<file path="src/rtl/core/stt_pkg.sv">
// ----------------------------------------------------------------------------
// stt_pkg
// Types, codes and record builders shared by the source text tokenizer.
// ----------------------------------------------------------------------------
package stt_pkg;

  localparam int POS_BITS = 16;
  typedef logic [POS_BITS-1:0] pos_t;
  localparam pos_t POS_MAX = '1;

  localparam logic [7:0] MAX_LEXEME = 8'd255;
  localparam int MAX_RECS = 3;
  localparam int QUEUE_DEPTH_DEF = 4;

  // Scanner modes.
  localparam logic [2:0] MODE_IDLE   = 3'd0;
  localparam logic [2:0] MODE_IDENT  = 3'd1;
  localparam logic [2:0] MODE_NUMBER = 3'd2;
  localparam logic [2:0] MODE_STRING = 3'd3;
  localparam logic [2:0] MODE_ESCAPE = 3'd4;

  // Token kinds.
  localparam logic [2:0] KIND_IDENT  = 3'd0;
  localparam logic [2:0] KIND_NUMBER = 3'd1;
  localparam logic [2:0] KIND_STRING = 3'd2;
  localparam logic [2:0] KIND_SINGLE = 3'd3;
  localparam logic [2:0] KIND_END    = 3'd4;

  // Record kinds.
  localparam logic REC_LEXEME = 1'b0;
  localparam logic REC_CLOSE  = 1'b1;

  // Character codes.
  localparam logic [7:0] CH_TAB        = 8'h09;
  localparam logic [7:0] CH_NEWLINE    = 8'h0A;
  localparam logic [7:0] CH_CR         = 8'h0D;
  localparam logic [7:0] CH_SPACE      = 8'h20;
  localparam logic [7:0] CH_QUOTE      = 8'h22;
  localparam logic [7:0] CH_DOT        = 8'h2E;
  localparam logic [7:0] CH_DIGIT_0    = 8'h30;
  localparam logic [7:0] CH_DIGIT_9    = 8'h39;
  localparam logic [7:0] CH_UPPER_A    = 8'h41;
  localparam logic [7:0] CH_UPPER_Z    = 8'h5A;
  localparam logic [7:0] CH_BACKSLASH  = 8'h5C;
  localparam logic [7:0] CH_UNDERSCORE = 8'h5F;
  localparam logic [7:0] CH_LOWER_A    = 8'h61;
  localparam logic [7:0] CH_LOWER_Z    = 8'h7A;

  typedef struct packed {
    logic [7:0] text_byte;
    logic       end_marker;
  } src_item_t;

  typedef struct packed {
    logic       record_kind;
    logic [7:0] lexeme_byte;
    logic [2:0] token_kind;
    pos_t       start_line;
    pos_t       start_column;
    logic [7:0] byte_count;
    logic       was_truncated;
    logic       last_of_run;
  } tok_item_t;

  typedef logic [1:0] rec_count_t;

  // All records caused by one source byte, oldest in entry 0.
  typedef struct packed {
    rec_count_t                count;
    tok_item_t [MAX_RECS-1:0]  recs;
  } bundle_t;

  typedef struct packed {
    logic full;
    logic empty;
  } queue_status_t;

  function automatic pos_t sat_inc(input pos_t v);
    return (v == POS_MAX) ? v : pos_t'(v + pos_t'(1));
  endfunction

  function automatic tok_item_t mk_lex(input logic [7:0] b, input logic [2:0] kind,
                                       input pos_t ln, input pos_t col,
                                       input logic [7:0] idx);
    tok_item_t r;
    r               = '0;
    r.record_kind   = REC_LEXEME;
    r.lexeme_byte   = b;
    r.token_kind    = kind;
    r.start_line    = ln;
    r.start_column  = col;
    r.byte_count    = idx;
    return r;
  endfunction

  function automatic tok_item_t mk_close(input logic [2:0] kind, input pos_t ln,
                                         input pos_t col, input logic [7:0] cnt,
                                         input logic trunc);
    tok_item_t r;
    r               = '0;
    r.record_kind   = REC_CLOSE;
    r.token_kind    = kind;
    r.start_line    = ln;
    r.start_column  = col;
    r.byte_count    = cnt;
    r.was_truncated = trunc;
    return r;
  endfunction

  function automatic tok_item_t mk_end(input pos_t ln, input pos_t col);
    tok_item_t r;
    r              = '0;
    r.record_kind  = REC_CLOSE;
    r.token_kind   = KIND_END;
    r.start_line   = ln;
    r.start_column = col;
    return r;
  endfunction

endpackage

</file>
<file path="src/rtl/core/source_text_tokenizer.sv">
// ----------------------------------------------------------------------------
// source_text_tokenizer
// Byte-serial lexical analyser producing lexeme and token closing records.
//
//   channel  direction  payload     handshake
//   text     in         src_item_t  text_valid / text_stall
//   token    out        tok_item_t  token_valid / token_stall
//
// A source byte is taken every cycle while the bundle queue has room; each
// byte yields zero to three records, queued as one bundle.
// Records leave one per cycle while token_stall is low; a byte's records go
// out in order, first through the bundle queue and then the output register.
// text_stall rises only when all QUEUE_DEPTH bundle slots are full.
// There is no clearing pass on reset.
// ----------------------------------------------------------------------------
module source_text_tokenizer #(
  parameter int QUEUE_DEPTH = stt_pkg::QUEUE_DEPTH_DEF
) (
  input  logic               clk,
  input  logic               rst,
  input  logic               text_valid,
  output logic               text_stall,
  input  stt_pkg::src_item_t text_item,
  output logic               token_valid,
  input  logic               token_stall,
  output stt_pkg::tok_item_t token_item
);
  import stt_pkg::*;

  bundle_t       new_bundle, head_bundle;
  queue_status_t status;
  logic          accept, push, pop;

  assign text_stall = status.full;
  assign accept     = text_valid && !status.full;
  assign push       = accept && (new_bundle.count != '0);

  stt_front u_front (
    .clk    (clk),
    .rst    (rst),
    .accept (accept),
    .item   (text_item),
    .bundle (new_bundle)
  );

  stt_queue #(
    .DEPTH (QUEUE_DEPTH)
  ) u_queue (
    .clk       (clk),
    .rst       (rst),
    .push      (push),
    .wr_bundle (new_bundle),
    .pop       (pop),
    .rd_bundle (head_bundle),
    .status    (status)
  );

  stt_back u_back (
    .clk    (clk),
    .rst    (rst),
    .head   (head_bundle),
    .status (status),
    .pop    (pop),
    .valid  (token_valid),
    .stall  (token_stall),
    .item   (token_item)
  );

endmodule

</file>
<file path="src/rtl/core/stt_front.sv">
// ----------------------------------------------------------------------------
// stt_front
// Scanner: classifies each source byte against the current mode, updates
// the position and token state, and forms the records that byte causes.
// ----------------------------------------------------------------------------
module stt_front (
  input  logic               clk,
  input  logic               rst,
  input  logic               accept,
  input  stt_pkg::src_item_t item,
  output stt_pkg::bundle_t   bundle
);
  import stt_pkg::*;

  logic [2:0] mode, mode_next;
  pos_t       line, line_next;
  pos_t       col, col_next;
  pos_t       tok_line, tok_line_next;
  pos_t       tok_col, tok_col_next;
  logic [7:0] stored, stored_next;
  logic       ovf, ovf_next;

  logic [7:0] b;
  logic       is_alpha, is_digit, is_space, ident_member, number_member;
  pos_t       col_inc;
  logic [2:0] open_kind;
  logic       room;

  // Outcome of treating the byte as the first byte outside any token.
  logic       ib_token;
  logic [2:0] ib_mode;
  rec_count_t ib_n;
  tok_item_t  ib_r0, ib_r1;
  pos_t       ib_line, ib_col;
  logic [7:0] ib_stored;

  // String mode: the byte's own store step before any close.
  logic [7:0] str_stored;
  logic       str_ovf;

  assign b             = item.text_byte;
  assign is_alpha      = (b inside {[CH_UPPER_A:CH_UPPER_Z], [CH_LOWER_A:CH_LOWER_Z]});
  assign is_digit      = (b inside {[CH_DIGIT_0:CH_DIGIT_9]});
  assign is_space      = (b == CH_SPACE) || (b inside {[CH_TAB:CH_CR]});
  assign ident_member  = is_alpha || is_digit || (b == CH_UNDERSCORE);
  assign number_member = is_digit || (b == CH_DOT);
  assign col_inc       = sat_inc(col);
  assign room          = (stored < MAX_LEXEME);

  always_comb begin
    case (mode)
      MODE_IDENT:  open_kind = KIND_IDENT;
      MODE_NUMBER: open_kind = KIND_NUMBER;
      default:     open_kind = KIND_STRING;
    endcase
  end

  always_comb begin
    ib_token  = 1'b0;
    ib_mode   = MODE_IDLE;
    ib_n      = '0;
    ib_r0     = '0;
    ib_r1     = '0;
    ib_line   = line;
    ib_col    = col;
    ib_stored = 8'd1;
    if (is_space) begin
      if (b == CH_NEWLINE) begin
        ib_line = sat_inc(line);
        ib_col  = '0;
      end else begin
        ib_col = col_inc;
      end
    end else begin
      ib_token = 1'b1;
      ib_col   = col_inc;
      if (is_alpha || b == CH_UNDERSCORE) begin
        ib_mode = MODE_IDENT;
        ib_r0   = mk_lex(b, KIND_IDENT, line, col, 8'd0);
        ib_n    = 2'd1;
      end else if (is_digit) begin
        ib_mode = MODE_NUMBER;
        ib_r0   = mk_lex(b, KIND_NUMBER, line, col, 8'd0);
        ib_n    = 2'd1;
      end else if (b == CH_QUOTE) begin
        ib_mode = MODE_STRING;
        ib_r0   = mk_lex(b, KIND_STRING, line, col, 8'd0);
        ib_n    = 2'd1;
      end else begin
        // A single-byte token opens and closes on the same byte.
        ib_r0     = mk_lex(b, KIND_SINGLE, line, col, 8'd0);
        ib_r1     = mk_close(KIND_SINGLE, line, col, 8'd1, 1'b0);
        ib_n      = 2'd2;
        ib_stored = 8'd0;
      end
    end
  end

  assign str_stored = room ? 8'(stored + 8'd1) : stored;
  assign str_ovf    = room ? ovf : 1'b1;

  always_comb begin
    mode_next     = mode;
    line_next     = line;
    col_next      = col;
    tok_line_next = tok_line;
    tok_col_next  = tok_col;
    stored_next   = stored;
    ovf_next      = ovf;
    bundle        = '0;
    if (item.end_marker) begin
      if (mode inside {MODE_IDENT, MODE_NUMBER, MODE_STRING, MODE_ESCAPE}) begin
        bundle.recs[0] = mk_close(open_kind, tok_line, tok_col, stored, ovf);
        bundle.recs[1] = mk_end(line, col);
        bundle.count   = 2'd2;
        stored_next    = '0;
        ovf_next       = 1'b0;
      end else begin
        bundle.recs[0] = mk_end(line, col);
        bundle.count   = 2'd1;
      end
      line_next = pos_t'(1);
      col_next  = '0;
      mode_next = MODE_IDLE;
    end else begin
      case (mode)
        MODE_IDENT, MODE_NUMBER: begin
          if ((mode == MODE_IDENT) ? ident_member : number_member) begin
            if (room) begin
              bundle.recs[0] = mk_lex(b, open_kind, tok_line, tok_col, stored);
              bundle.count   = 2'd1;
              stored_next    = 8'(stored + 8'd1);
            end else begin
              ovf_next = 1'b1;
            end
            col_next = col_inc;
          end else begin
            // The terminating byte closes the token and is then scanned afresh.
            bundle.recs[0] = mk_close(open_kind, tok_line, tok_col, stored, ovf);
            bundle.recs[1] = ib_r0;
            bundle.recs[2] = ib_r1;
            bundle.count   = 2'(2'd1 + ib_n);
            mode_next      = ib_mode;
            line_next      = ib_line;
            col_next       = ib_col;
            ovf_next       = 1'b0;
            stored_next    = ib_token ? ib_stored : 8'd0;
            if (ib_token) begin
              tok_line_next = line;
              tok_col_next  = col;
            end
          end
        end
        MODE_STRING, MODE_ESCAPE: begin
          col_next    = col_inc;
          stored_next = str_stored;
          ovf_next    = str_ovf;
          if (room) begin
            bundle.recs[0] = mk_lex(b, KIND_STRING, tok_line, tok_col, stored);
            bundle.count   = 2'd1;
          end
          if (mode == MODE_ESCAPE) begin
            mode_next = MODE_STRING;
          end else if (b == CH_QUOTE) begin
            if (room) begin
              bundle.recs[1] = mk_close(KIND_STRING, tok_line, tok_col, str_stored, str_ovf);
              bundle.count   = 2'd2;
            end else begin
              bundle.recs[0] = mk_close(KIND_STRING, tok_line, tok_col, str_stored, str_ovf);
              bundle.count   = 2'd1;
            end
            mode_next   = MODE_IDLE;
            stored_next = '0;
            ovf_next    = 1'b0;
          end else if (b == CH_BACKSLASH) begin
            mode_next = MODE_ESCAPE;
          end
        end
        default: begin
          bundle.recs[0] = ib_r0;
          bundle.recs[1] = ib_r1;
          bundle.count   = ib_n;
          mode_next      = ib_mode;
          line_next      = ib_line;
          col_next       = ib_col;
          if (ib_token) begin
            tok_line_next = line;
            tok_col_next  = col;
            stored_next   = ib_stored;
            ovf_next      = 1'b0;
          end
        end
      endcase
    end
  end

  always_ff @(posedge clk) begin
    if (rst) begin
      mode     <= MODE_IDLE;
      line     <= pos_t'(1);
      col      <= '0;
      tok_line <= pos_t'(1);
      tok_col  <= '0;
      stored   <= '0;
      ovf      <= 1'b0;
    end else if (accept) begin
      mode     <= mode_next;
      line     <= line_next;
      col      <= col_next;
      tok_line <= tok_line_next;
      tok_col  <= tok_col_next;
      stored   <= stored_next;
      ovf      <= ovf_next;
    end
  end

endmodule

</file>
<file path="src/rtl/core/stt_queue.sv">
// ----------------------------------------------------------------------------
// stt_queue
// Short queue of record bundles between the scanner and the serialiser.
// ----------------------------------------------------------------------------
module stt_queue #(
  parameter int DEPTH = stt_pkg::QUEUE_DEPTH_DEF
) (
  input  logic                   clk,
  input  logic                   rst,
  input  logic                   push,
  input  stt_pkg::bundle_t       wr_bundle,
  input  logic                   pop,
  output stt_pkg::bundle_t       rd_bundle,
  output stt_pkg::queue_status_t status
);
  import stt_pkg::*;

  localparam int AW = (DEPTH > 1) ? $clog2(DEPTH) : 1;
  localparam int CW = $clog2(DEPTH + 1);

  bundle_t       entries [DEPTH];
  logic [AW-1:0] wr_ptr, rd_ptr;
  logic [CW-1:0] fill;

  assign rd_bundle    = entries[rd_ptr];
  assign status.full  = (fill == CW'(DEPTH));
  assign status.empty = (fill == '0);

  always_ff @(posedge clk) begin
    if (push) begin
      entries[wr_ptr] <= wr_bundle;
    end
  end

  always_ff @(posedge clk) begin
    if (rst) begin
      wr_ptr <= '0;
      rd_ptr <= '0;
      fill   <= '0;
    end else begin
      if (push) begin
        wr_ptr <= (wr_ptr == AW'(DEPTH - 1)) ? '0 : AW'(wr_ptr + 1'b1);
      end
      if (pop) begin
        rd_ptr <= (rd_ptr == AW'(DEPTH - 1)) ? '0 : AW'(rd_ptr + 1'b1);
      end
      case ({push, pop})
        2'b10:   fill <= CW'(fill + 1'b1);
        2'b01:   fill <= CW'(fill - 1'b1);
        default: fill <= fill;
      endcase
    end
  end

endmodule

</file>
<file path="src/rtl/core/stt_back.sv">
// ----------------------------------------------------------------------------
// stt_back
// Serialiser: walks the head bundle into the output register one record
// per cycle unless stalled, and marks the last record of each bundle.
// ----------------------------------------------------------------------------
module stt_back (
  input  logic                   clk,
  input  logic                   rst,
  input  stt_pkg::bundle_t       head,
  input  stt_pkg::queue_status_t status,
  output logic                   pop,
  output logic                   valid,
  input  logic                   stall,
  output stt_pkg::tok_item_t     item
);
  import stt_pkg::*;

  logic [1:0] idx;
  logic       load, last;
  tok_item_t  rec;

  // The output register is refilled whenever it is empty or being taken and the queue holds a bundle.
  assign load = !status.empty && (!valid || !stall);
  assign last = (2'(idx + 2'd1) == head.count);
  assign pop  = load && last;

  always_comb begin
    rec             = head.recs[idx];
    rec.last_of_run = last;
  end

  always_ff @(posedge clk) begin
    if (rst) begin
      valid <= 1'b0;
      idx   <= '0;
    end else if (load) begin
      valid <= 1'b1;
      idx   <= last ? 2'd0 : 2'(idx + 2'd1);
    end else if (!stall) begin
      valid <= 1'b0;
    end
  end

  always_ff @(posedge clk) begin
    if (load) begin
      item <= rec;
    end
  end

endmodule

</file>
<file path="config.mk">
export PLATFORM = sky130hd
export DESIGN_NAME = source_text_tokenizer
export DESIGN_NICKNAME = d
export VERILOG_FILES = /design/src/rtl/core/stt_pkg.sv /design/src/rtl/core/source_text_tokenizer.sv /design/src/rtl/core/stt_front.sv /design/src/rtl/core/stt_queue.sv /design/src/rtl/core/stt_back.sv
export SDC_FILE = /design/constraint.sdc
export NUM_CORES = 1
export LEC_CHECK = 0
export BUFFER_PORTS_ARGS = -buffer_cell sky130_fd_sc_hd__buf_2
export CAP_MARGIN = 20
export CORE_UTILIZATION = 56
export CTS_CLUSTER_DIAMETER = 120
export CTS_CLUSTER_SIZE = 20
export DETAILED_ROUTE_END_ITERATION = 10
export PLACE_DENSITY = 0.79
export SLEW_MARGIN = 20
export SYNTH_ARGS = -nofsm -noshare
export SYNTH_HDL_FRONTEND = slang
export SYNTH_SLANG_ARGS = --single-unit
</file>
<file path="constraint.sdc">
create_clock -name clk -period 6.91 [get_ports clk]
set_clock_uncertainty 0.1 [all_clocks]
set_input_delay 1.382 -clock clk [delete_from_list [all_inputs] [get_ports clk]]
set_output_delay 1.382 -clock clk [all_outputs]
set_load 0.05 [all_outputs]
</file>
==> flow_metrics.py <==
metrics = {
    "yosys": {
        "yosysSeqAreaShare_pct": 69.7,
        "synth_top_family_by_area": "multiplexers",
        "synth_fa_ha_area_share_pct": 0.670,
        "synth_compound_area_share_pct": 6.47,
        "yosysWarnings": 0,
        "synth_top_area_cell": "edfxtp_1",
        "netlist_top_cells_area": "edfxtp_1 64%, mux4_2 11%, dfxtp_1 6.0%, mux2i_1 2.5%, a22o_1 1.9%",
        "synth_edf_count": 618,
        "synth-simple-area-share_pct": 6.62,
        "syn_avg_cell_area_um2": 16.3,
        "ys.flop_type": "edfxtp_1",
        "synth_xor_area_share_pct": 0.661,
        "syn_area_mm2": 0.0291,
        "ys_ff_latch": 706,
        "yosysUniqueCellTypes": 80,
        "synth_top_area_share_pct": 63.7,
        "synth-async-reset-ratio_pct": 0,
        "synth_mux_area_share_pct": 13.4,
        "synth_nets": 1812,
        "syn_inst": 1784,
    },
    "pwr": {
        "cellPowerDensity_mw_per_mm2": 352,
        "ir_drop_uv": 396,
        "leakagePower_uw": 0.0105,
    },
    "finish": {
        "diodes": 0,
        "n_fill_cell": 3633,
        "final_nets": 1835,
        "final_layout_size_suffix_gt1_share_pct": 17.1,
        "syn_to_final_growth_pct": 7.80,
    },
    "place": {
        "dp_hpwl_um": 35900,
        "port_buffers": 68,
        "gp_congestion": 0.880,
        "dp_slack_ns": 1.20,
    },
    "worst_setup_path": {
        "crit_slowest_cell": "or3_1",
        "crit_path_end": "u_queue.fill[2]$_SDFFE_PP0P_",
        "r2r_slack_ns": 2.04,
        "worst_r2r_endpoint": "u_queue.fill[2]$_SDFFE_PP0P_",
        "cpMostUsedCell": "or3_1",
        "crit_path_start_kind": "input port",
        "required_ns": 7.34,
        "cpPeakStageDelay_ns": 0.57,
        "r2r-start": "u_front.stored[0]$_SDFFE_PP0P_",
        "worst_ep_arrival_time_ns": 5.55,
        "path_cells": "buf_2 > or3_4 > or3_1 > inv_1 > ha_1 > a221oi_1 > a31oi_1 > or3_1 > o21a_1 > inv_2 > ha_1 > inv_1 > fa_1 > xor2_1 > or3_1 > a21oi_1",
        "critPathLaunch": "text_item[8]",
        "crit_fanout": 11,
        "crit_type": "input port to register",
        "end_kind": "register",
        "rr_worst_depth": 15,
    },
    "cts": {
        "clk_latency_ns": 0.60,
        "clock_path_buffers": 3,
        "cts_buffers": 41,
        "cts_tree": "yes",
        "cts_sinks": 706,
        "clockRootBuffer": "clkbuf_16",
        "cts_htree_levels": 2,
        "clkSlewWorstSetupHoldPaths_ns": 0.09,
        "cts_setup_buffers": 0,
        "cts_resized": 0,
        "ctsHoldBuffers": 0,
    },
    "grt": {
        "grt_pass1_vias": 16200,
        "use_met2_pct": 40.2,
        "grt.overflow.total": 0,
        "track_usage_pct": 24.2,
        "grt_max_degree": 96,
        "grt_pass1_wl_um": 96700,
        "antenna_found_initial": 1,
        "met3_usage_pct": 3.63,
        "grt-busiest-layer": "met2",
        "gr-usage-met1_pct": 33.5,
    },
    "timing": {
        "max_freq_ghz": 0.195,
        "final_max_slew_viol_count": 0,
        "worst_slack_ns": 1.79,
        "tightest_slew_ns": 1.07,
        "min_period_over_period_pct": 74.2,
        "setup_violations": 0,
        "fin_crit_ns": 5.12,
        "hold_viol": 0,
        "setup-tns-final_ns": 0,
        "rsz0062_at_grt": "no",
        "slew_headroom_pct": 27.8,
    },
    "drt": {
        "drc_errors": 0,
        "drt_iter0_drc": 1849,
        "antenna_left": 0,
        "wire_per_inst_um": 25.0,
        "drt-pass1-iter-count": 5,
        "num_vias": 16100,
        "vias_per_cell": 6.39,
        "drt_wl_total_um": 63100,
    },
    "floorplan": {
        "dieArea_mm2": 0.0530,
        "ios": 69,
        "die_h_um": 230,
        "rows": 83,
        "start_util_pct": 56.7,
        "floorplan.die.width_um": 230,
        "core_area_mm2": 0.0514,
    },
    "status": {
        "status": "finished clean",
    },
    "hold_path": {
        "hp-class": "register to register",
    },
    "run": {
        "maxCapViolations": 0,
    },
}
synthesized netlist by cell type, types with 4 or more instances:
| cell type | instances |
|---|---|
| a211oi_1 | 7 |
| a21o_1 | 4 |
| a21oi_1 | 57 |
| a22o_1 | 64 |
| a311oi_1 | 7 |
| a31oi_1 | 8 |
| and2_1 | 54 |
| and3_1 | 11 |
| buf_1 | 19 |
| buf_2 | 19 |
| clkbuf_1 | 76 |
| dfxtp_1 | 88 |
| edfxtp_1 | 618 |
| ha_1 | 14 |
| inv_1 | 59 |
| mux2i_1 | 73 |
| mux4_2 | 141 |
| nand2_1 | 140 |
| nand2b_1 | 7 |
| nand3_1 | 19 |
| nand3b_1 | 5 |
| nand4_1 | 11 |
| nor2_1 | 68 |
| nor3_1 | 31 |
| nor3b_1 | 5 |
| nor4_1 | 6 |
| o2111ai_1 | 5 |
| o21a_1 | 5 |
| o21ai_0 | 15 |
| o21ai_1 | 13 |
| o22ai_1 | 32 |
| or3_1 | 11 |
| or3b_1 | 5 |
| or4_1 | 4 |
| xnor2_1 | 14 |
| xor2_1 | 8 |
cells by family (layout without fill, tap and decap cells):
family	after synthesis	in the layout
AO/OA/AOI/OAI	256	256
XOR/XNOR	22	22
adder cells (fa/ha/maj)	15	15
buffers and inverters	179	235
flip-flops	706	706
multiplexers	214	214
AND/OR/NAND/NOR	392	392
registers in the layout, indices dropped and copies added, names as in the netlist, named ones only:
| signal | flops |
|---|---|
| u_queue.entries | 564 |
| u_front.tok_col | 16 |
| u_front.stored | 8 |
| u_queue.rd_ptr | 2 |
| u_front.mode | 3 |
| u_back.valid | 1 |
| u_queue.wr_ptr | 2 |
| u_front.col | 16 |
| u_front.tok_line | 16 |
| u_front.ovf | 1 |
| u_back.idx | 2 |
| u_front.line | 16 |
| u_queue.fill | 3 |
| u_back.item | 54 |
cell usage in the layout (no fill, tap or decap), types with 32 or more instances in the layout:
master,netlist,layout
a22o_1,64,64
and2_1,54,50
mux2i_1,73,73
edfxtp_1,618,618
o22ai_1,32,32
a21oi_1,57,57
nand2_1,140,140
dfxtp_1,88,85
mux4_2,141,141
buf_2,19,68
clkbuf_16,0,43
inv_1,59,56
nor2_1,68,66
cell type report:
type | instances | area, um^2 | area share [%]
clock buffer | 74 | 1190 | 3.80
clock inverter | 2 | 25.0 | 0.0796
inverter | 62 | 233 | 0.741
multi-input combinational | 899 | 8130 | 25.9
sequential | 706 | 20300 | 64.7
tap | 680 | 851 | 2.71
timing repair buffer | 97 | 658 | 2.09
critical path: cells and delay by family:
kind,cells,cell delay [ns]
simple gates,4,1.82
compound gates,4,0.90
fa+ha+maj,3,0.81
buf+inv,4,0.48
xor+xnor,1,0.16
where the power goes:
group | total, uW | switching, uW | internal (uW)
logic | 2910 | 1950 | 967
clock network | 2520 | 1330 | 1180
registers | 5620 | 228 | 5390
worst min-delay path by stage:
stage | startpoint | end | slack (ns) | cells past startpoint
CTS | u_front.tok_col[6]$_SDFFE_PP0P_ | u_front.tok_col[6]$_SDFFE_PP0P_ | 0.38 | 2
global placement | u_queue.rd_ptr[1]$_SDFFE_PP0P_ | register | 0.35 | 2
global route | u_front.tok_line[3]$_SDFFE_PP0P_ | u_front.tok_line[3]$_SDFFE_PP0P_ | 0.40 | 2
detailed placement | u_front.tok_line[5]$_SDFFE_PP0P_ | u_front.tok_line[5]$_SDFFE_PP0P_ | 0.37 | 2
finish | u_front.tok_col[6]$_SDFFE_PP0P_ | u_front.tok_col[6]$_SDFFE_PP0P_ | 0.38 | 2
floorplan | u_front.tok_col[0]$_SDFFE_PP0P_ | u_front.tok_col[0]$_SDFFE_PP0P_ | 0.35 | 2
metrics by stage:
| stage | area, um^2 | hold slack (ns) | total power [uW] | instances | utilization [%] |
|---|---|---|---|---|---|
| 2_1_floorplan | 29200 | 0.348 | 7810 | 1784 | - |
| 3_3_place_gp | 30200 | 0.354 | 8610 | 2444 | 58.8 |
| 3_5_place_dp | 30200 | 0.366 | 8660 | 2444 | 58.8 |
| 4_1_cts | 31400 | 0.379 | 11100 | 2520 | 61.1 |
| 5_1_grt | 31400 | 0.400 | 11500 | 2520 | 61.1 |
| 6_report | 31400 | 0.377 | 11100 | 2520 | 61.1 |
routing by layer:
metal / wire [um] / up-vias
li1: - / 7046
met1: 25800 / 8269
met2: 31200 / 685
met3: 4590 / 108
met4: 1530 / 0
met5: 0 / -
Note: power is estimated with default switching activity, not from simulation.
